[config.mk]
export PLATFORM = sky130hd
export DESIGN_NAME = ordered_value_set_core
export DESIGN_NICKNAME = d
export VERILOG_FILES = /design/src/hdl/ovs_pkg.sv /design/src/hdl/ovs_mem.sv /design/src/hdl/ordered_value_set_core.sv
export SDC_FILE = /design/constraint.sdc
export NUM_CORES = 1
export LEC_CHECK = 0
export BUFFER_PORTS_ARGS = -buffer_cell sky130_fd_sc_hd__buf_4
export CORE_ASPECT_RATIO = 0.7
export CORE_MARGIN = 3
export CORE_UTILIZATION = 61
export DETAILED_ROUTE_END_ITERATION = 8
export GPL_TIMING_DRIVEN = 0
export PLACE_DENSITY = 0.87
export RECOVER_POWER = 25
export SYNTH_ARGS = -nofsm -noshare
export SYNTH_HDL_FRONTEND = slang
export SYNTH_HIERARCHICAL = 1
export SYNTH_SLANG_ARGS = --single-unit
[constraint.sdc]
create_clock -name aclk -period 5.5 [get_ports aclk]
set_clock_uncertainty 0.1 [all_clocks]
set_input_delay 0.55 -clock aclk [delete_from_list [all_inputs] [get_ports aclk]]
set_output_delay 0.55 -clock aclk [all_outputs]
set_load 0.01 [all_outputs]
[src/hdl/ovs_pkg.sv]
`timescale 1ns / 1ps

package ovs_pkg;

    localparam logic [1:0] KIND_INSERT = 2'd0;
    localparam logic [1:0] KIND_REMOVE = 2'd1;
    localparam logic [1:0] KIND_QUERY  = 2'd2;
    localparam logic [1:0] KIND_READ   = 2'd3;

    localparam logic [1:0] STATUS_OK    = 2'd0;
    localparam logic [1:0] STATUS_FULL  = 2'd1;
    localparam logic [1:0] STATUS_RANGE = 2'd2;

    typedef struct packed {
        logic [1:0]  kind;
        logic [31:0] value;
        logic [7:0]  position;
    } ovs_in_t;

    typedef struct packed {
        logic        present;
        logic [31:0] data;
        logic [4:0]  count;
        logic [1:0]  status;
    } ovs_out_t;

    typedef enum logic [2:0] {
        ST_IDLE,
        ST_RD_WAIT,
        ST_SEARCH,
        ST_CMP,
        ST_SH_RD,
        ST_SH_WR,
        ST_DONE
    } ovs_state_t;

endpackage

[src/hdl/ovs_mem.sv]
`timescale 1ns / 1ps

// Entry store: one write port, one read port, registered read data.
module ovs_mem #(
    parameter int DEPTH = 16,
    parameter int WIDTH = 32
) (
    input  logic                     aclk,
    input  logic                     we,
    input  logic [$clog2(DEPTH)-1:0] waddr,
    input  logic [WIDTH-1:0]         wdata,
    input  logic [$clog2(DEPTH)-1:0] raddr,
    output logic [WIDTH-1:0]         rdata
);

    logic [WIDTH-1:0] mem [DEPTH];
    logic [WIDTH-1:0] rdata_reg;

    always_ff @(posedge aclk) begin
        if (we) begin
            mem[waddr] <= wdata;
        end
    end

    always_ff @(posedge aclk) begin
        rdata_reg <= mem[raddr];
    end

    assign rdata = rdata_reg;

endmodule

[src/hdl/ordered_value_set_core.sv]
`timescale 1ns / 1ps

// Channel   Direction  Handshake          Payload
// s_        in         s_valid / s_ready  ovs_pkg::ovs_in_t  (kind, value, position)
// m_        out        m_valid / m_ready  ovs_pkg::ovs_out_t (present, data, count, status)
//
// Read by index: the entry passes through RD_WAIT to DONE; out of range goes straight to DONE.
// Insert, query: a SEARCH and a CMP step per entry compared; remove adds an SH_RD and
// SH_WR step per entry moved down. The pace is set by the single read port of the
// entry memory, which the scan and the compaction both go through.
// Reset clears the state, the entry count and the output valid only; memory contents are never read unwritten.
// One item at a time; a waiting result is held in the output register and the
// next item is taken once the previous result has moved there.
module ordered_value_set_core #(
    parameter int CAPACITY   = 16,
    parameter int VALUE_BITS = 32
) (
    input  logic              aclk,
    input  logic              aresetn,
    input  logic              s_valid,
    output logic              s_ready,
    input  ovs_pkg::ovs_in_t  s_data,
    output logic              m_valid,
    input  logic              m_ready,
    output ovs_pkg::ovs_out_t m_data
);

    localparam int IDX_W = $clog2(CAPACITY);
    localparam int CNT_W = $clog2(CAPACITY + 1);
    localparam int CMP_W = (CNT_W > 8) ? CNT_W : 8;
    localparam logic [CNT_W-1:0] CAP_CNT = CNT_W'(CAPACITY);

    ovs_pkg::ovs_state_t state_reg, state_next;
    logic [CNT_W-1:0]      count_reg, count_next;
    logic [CNT_W-1:0]      idx_reg, idx_next;
    logic [CNT_W-1:0]      idx_inc;
    logic [1:0]            kind_reg, kind_next;
    logic [VALUE_BITS-1:0] value_reg, value_next;
    logic                  present_reg, present_next;
    logic [1:0]            status_reg, status_next;
    logic [31:0]           data_reg, data_next;
    logic                  m_valid_reg, m_valid_next;
    ovs_pkg::ovs_out_t     m_data_reg, m_data_next;

    logic                  mem_we;
    logic [IDX_W-1:0]      mem_waddr;
    logic [IDX_W-1:0]      mem_raddr;
    logic [VALUE_BITS-1:0] mem_wdata;
    logic [VALUE_BITS-1:0] mem_rdata;

    ovs_mem #(
        .DEPTH (CAPACITY),
        .WIDTH (VALUE_BITS)
    ) u_mem (
        .aclk  (aclk),
        .we    (mem_we),
        .waddr (mem_waddr),
        .wdata (mem_wdata),
        .raddr (mem_raddr),
        .rdata (mem_rdata)
    );

    assign idx_inc = CNT_W'(idx_reg + 1'b1);
    assign s_ready = (state_reg == ovs_pkg::ST_IDLE);
    assign m_valid = m_valid_reg;
    assign m_data  = m_data_reg;

    always_ff @(posedge aclk) begin
        if (!aresetn) begin
            state_reg   <= ovs_pkg::ST_IDLE;
            count_reg   <= '0;
            m_valid_reg <= 1'b0;
        end else begin
            state_reg   <= state_next;
            count_reg   <= count_next;
            m_valid_reg <= m_valid_next;
        end
    end

    always_ff @(posedge aclk) begin
        idx_reg     <= idx_next;
        kind_reg    <= kind_next;
        value_reg   <= value_next;
        present_reg <= present_next;
        status_reg  <= status_next;
        data_reg    <= data_next;
        m_data_reg  <= m_data_next;
    end

    always_comb begin
        state_next   = state_reg;
        count_next   = count_reg;
        idx_next     = idx_reg;
        kind_next    = kind_reg;
        value_next   = value_reg;
        present_next = present_reg;
        status_next  = status_reg;
        data_next    = data_reg;
        m_valid_next = m_valid_reg & ~m_ready;
        m_data_next  = m_data_reg;
        mem_we       = 1'b0;
        mem_waddr    = idx_reg[IDX_W-1:0];
        mem_wdata    = value_reg;
        mem_raddr    = idx_reg[IDX_W-1:0];

        case (state_reg)
            ovs_pkg::ST_IDLE: begin
                if (s_valid) begin
                    kind_next    = s_data.kind;
                    value_next   = VALUE_BITS'(s_data.value);
                    idx_next     = '0;
                    present_next = 1'b0;
                    status_next  = ovs_pkg::STATUS_OK;
                    data_next    = '0;
                    if (s_data.kind == ovs_pkg::KIND_READ) begin
                        if (CMP_W'(s_data.position) < CMP_W'(count_reg)) begin
                            mem_raddr  = IDX_W'(s_data.position);
                            state_next = ovs_pkg::ST_RD_WAIT;
                        end else begin
                            status_next = ovs_pkg::STATUS_RANGE;
                            state_next  = ovs_pkg::ST_DONE;
                        end
                    end else begin
                        state_next = ovs_pkg::ST_SEARCH;
                    end
                end
            end
            ovs_pkg::ST_RD_WAIT: begin
                data_next  = 32'(mem_rdata);
                state_next = ovs_pkg::ST_DONE;
            end
            ovs_pkg::ST_SEARCH: begin
                if (idx_reg == count_reg) begin
                    // scan ran off the end: value absent
                    if (kind_reg == ovs_pkg::KIND_INSERT) begin
                        if (count_reg < CAP_CNT) begin
                            mem_we     = 1'b1;
                            mem_waddr  = count_reg[IDX_W-1:0];
                            count_next = CNT_W'(count_reg + 1'b1);
                        end else begin
                            status_next = ovs_pkg::STATUS_FULL;
                        end
                    end
                    state_next = ovs_pkg::ST_DONE;
                end else begin
                    state_next = ovs_pkg::ST_CMP;
                end
            end
            ovs_pkg::ST_CMP: begin
                if (mem_rdata == value_reg) begin
                    present_next = 1'b1;
                    if (kind_reg == ovs_pkg::KIND_REMOVE) begin
                        state_next = ovs_pkg::ST_SH_RD;
                    end else begin
                        state_next = ovs_pkg::ST_DONE;
                    end
                end else begin
                    idx_next   = idx_inc;
                    state_next = ovs_pkg::ST_SEARCH;
                end
            end
            ovs_pkg::ST_SH_RD: begin
                // close the gap: move entry idx+1 down to idx
                if (idx_inc == count_reg) begin
                    count_next = CNT_W'(count_reg - 1'b1);
                    state_next = ovs_pkg::ST_DONE;
                end else begin
                    mem_raddr  = idx_inc[IDX_W-1:0];
                    state_next = ovs_pkg::ST_SH_WR;
                end
            end
            ovs_pkg::ST_SH_WR: begin
                mem_we     = 1'b1;
                mem_waddr  = idx_reg[IDX_W-1:0];
                mem_wdata  = mem_rdata;
                idx_next   = idx_inc;
                state_next = ovs_pkg::ST_SH_RD;
            end
            ovs_pkg::ST_DONE: begin
                if (!m_valid_reg || m_ready) begin
                    m_data_next.present = present_reg;
                    m_data_next.data    = data_reg;
                    m_data_next.count   = 5'(count_reg);
                    m_data_next.status  = status_reg;
                    m_valid_next        = 1'b1;
                    state_next          = ovs_pkg::ST_IDLE;
                end
            end
            default: begin
                state_next = ovs_pkg::ST_IDLE;
            end
        endcase
    end

endmodule

==> flow_summary_export.csv <==
group,metric,value,unit
clock_tree,clock_latency,0.59,ns
setup_path,path_cells,"clkbuf_1, or3_1, inv_1, nand2_1, inv_1, clkbuf_1, or2_2",
synthesis,synth_most_common_cell,"edfxtp_1",
global_route,grt_pass1_wl,90.5,mm
placement,hpwlAfterDp,38.2,mm
die,die_w,250,um
pwr,clkPwrFrac,0.248,
global_route,grt_pass1_vias,13800,
drt,wl_per_cell,31.1,um
pwr,peakVddDrop,289,uV
synthesis,syn_inst,1237,
timing,fin_tns_setup,0,ns
setup_path,cp_num_buf_inv,4,
global_route,grtUsageTotal,0.283,
finish,drive_above_1_share,0.233,
synthesis,synth_seq_cells,667,
synthesis,synth.distinct_cells,61,
die,fp.dieH,177,um
pwr,p_seq_frac,0.425,
clock_tree,ctsResizeCount,0,
clock_tree,cts_sinks,667,
synthesis,ys_seq_area_frac,0.771,
pwr,fin_total_pwr,15900,uW
setup_path,cp_max_fo,32,
drt,vias,13700,
placement,io_buffer_count,87,
synthesis,synth.cell_area,25500,um2
timing,setup_viol,0,
clock_tree,cts_tree,"built",
clock_tree,cts_buffers,57,
pwr,p_leak,0.00938,uW
global_route,grt_max_degree,33,
drt,vias_per_cell,6.86,
timing,timing.fmax,215,MHz
drt,drc,0,
timing,slew_viol_final,7,
outcome,status,"finished with violations",
synthesis,yosys-top-cells-count,"edfxtp_1 (626), mux4_2 (128), a22oi_1 (65)",
setup_path,critical_path_class,"reg -> reg",
die,core,40500,um2
synthesis,yosys.area.top_type,"edfxtp_1",
drt,drt_iter0_drc,2225,
flow_run,cap_violations,1,
synthesis,syn-num-nets,1292,
synthesis,synth-edff-count,626,
die,die_area,44300,um2
clock_tree,post_cts.repair.setup_buffers,0,
finish,areaGrowthSynthToFinish,13.7,%
timing,relSlewSlack,-0.219,
pwr,p_sw_frac,0.332,
hold_path,hold_path_class,"in -> reg",
clock_tree,clockRootBuffer,"clkbuf_16",
outcome,violations,"capacitance limit, slew limit",
drt,drtAntennaViolNets,0,
drt,firstDrtPassIters,8,
clock_tree,cts.clk_slew.worst_paths,0.07,ns
clock_tree,cts_max_level,2,
setup_path,crit_path_end_kind,"register",
clock_tree,clockBufferDepth,3,
timing,period_minus_slack,4.65,ns
pwr,p_comb_frac,0.327,
global_route,grt-ovfl-total,0,
timing,finalCritPeriodShare,0.846,
synthesis,yosysWarnings,6,
synthesis,synth_area_leaders,"edfxtp_1 (74%), mux4_2 (11%), dfxtp_1 (3.2%), a22oi_1 (1.9%), mux2_2 (1.5%)",
setup_path,slowest_stage,"clkbuf_1",
setup_path,slowest_delay,1.11,ns
synthesis,post_synth.cell_area_avg,20.6,um2
finish,largest_reg_flops,512,
setup_path,critPathArrivalTime,4.76,ns
pwr,internal-power,10600,uW
placement,place.gp.congestion,0.852,
die,ios,88,
finish,nFillCells,2241,
synthesis,synthFlopType,"edfxtp_1",
setup_path,critPathTopFamily,"buffers and inverters",
drt,routed_wl,62.0,mm
synthesis,synthArstFlopShare,0,
timing,hold_viol_final,0,
finish,final-seq-area,19600,um2
synthesis,yosysTopAreaCellShare,0.738,
die,start_util,0.629,
finish,layout.nets,1468,
finish,n_antenna_cell,0,
finish,multi_input_area,5600,um2
setup_path,worst_setup_path_start_kind,"register",
global_route,antenna_found_initial,1,
setup_path,required,5.61,ns
pwr,p_switching,5280,uW
pwr,p_per_area,549,nW/um2
timing,tightestPinTransition,1.83,ns
clock_tree,ctsHoldBuffers,0,
timing,hold_ws,0.0520,ns
die,num_rows,61,
timing,rsz0062_at_grt,"no",
==> worst register-to-register path: stages, from the launching register on <==
cell and delay (ns):
dfxtp_1 0.36, clkbuf_1 0.25, or3_1 0.49, inv_1 0.21, nand2_1 0.15, inv_1 0.63
clkbuf_1 1.11, or2_2 0.95
==> kinds of logic (layout without fill, tap and decap cells) <==
logic type | Yosys count | in the layout | share of synthesized area
AOI/OAI and AO/OA | 107 | 107 | 0.0308
xor gates and xnor gates | 48 | 48 | 0.0173
adders and majority gates | 9 | 9 | 0.00472
buffers and inverters | 75 | 298 | 0.0135
DFF | 667 | 667 | 0.771
muxes | 166 | 166 | 0.130
and+or+nand+nor | 165 | 165 | 0.0333
==> cells in the final DEF (no fill, tap or decap), types with 3 or more instances in the layout <==
cell type,synthesis,routed
buf_4,12,26
clkbuf_16,0,58
clkbuf_8,0,5
nor2_1,32,20
buf_2,7,7
buf_1,10,10
buf_6,1,10
a21oi_1,5,6
nand2_1,45,45
nor3_1,8,4
nand3b_1,3,3
ha_1,8,8
xor2_1,40,40
clkinv_2,0,5
mux2i_1,4,4
or2_2,3,3
mux4_2,128,128
and2_0,0,18
mux2_2,34,25
o21ai_0,10,10
and2_1,34,16
inv_1,14,14
nand4_1,3,3
dfxtp_1,41,41
nor3_2,0,4
nor2b_1,6,6
clkbuf_1,31,105
buf_12,0,10
nand3_1,7,7
bufinv_16,0,4
mux2_1,0,9
clkinv_1,0,5
xnor2_1,6,6
nor4_1,9,9
nor2_4,0,12
edfxtp_1,626,626
a22oi_1,65,65
clkbuf_4,0,32
a21o_1,3,3
or4_1,2,3
==> per-layer routing <==
metal,share of wire,up-vias,track usage
met5,0,-,0
met4,0.046,0,0.111
met3,0.13,208,0.0683
met2,0.48,1132,0.456
met1,0.35,6950,0.383
li1,-,5405,-
==> per-stage QoR <==
step                 util  setup WS (ns)  cell area [um2]  instances
finish              0.716          0.847            29000       1995
global route        0.716          0.558            29000       1995
CTS                 0.721           1.22            29200       1995
detailed placement  0.677           1.22            27400       1889
global placement    0.662          -2.04            26800       1859
floorplan               -          0.655            25500       1237
==> worst paths after layout <==
| kind | start | end | slack, ns | cells past startpoint |
|---|---|---|---|---|
| worst max-delay path | state_reg[0] | data_reg[11] | 0.85 | 7 |
| worst min-delay path | s_data[13] | value_reg[5] | 0.05 | 1 |
| worst max register to register | state_reg[0] | data_reg[11] | 0.85 | 7 |
| worst min register to register | data_reg[15] | m_data[22] | 0.32 | 0 |
==> power by group through the flow <==
stage / logic (uW) / clock network [uW] / registers [uW]
after floorplan: 3410 / 0 / 6710
after global placement: 4800 / 0 / 6820
after detailed placement: 5080 / 0 / 6840
after CTS: 5190 / 3980 / 6750
after global routing: 5470 / 4170 / 6790
final: 5190 / 3940 / 6760
==> cell type report <==
cell class                      count  share of cell area
Buffer                             61             0.00990
Timing Repair Buffer              117              0.0316
Clock inverter                     17             0.00678
Inverter                           14             0.00181
Multi-Input combinational cell    495               0.193
Clock buffer                       89              0.0559
Tap cell                          535              0.0231
Sequential cell                   667               0.678
Note: power is estimated with default switching activity, not from simulation.
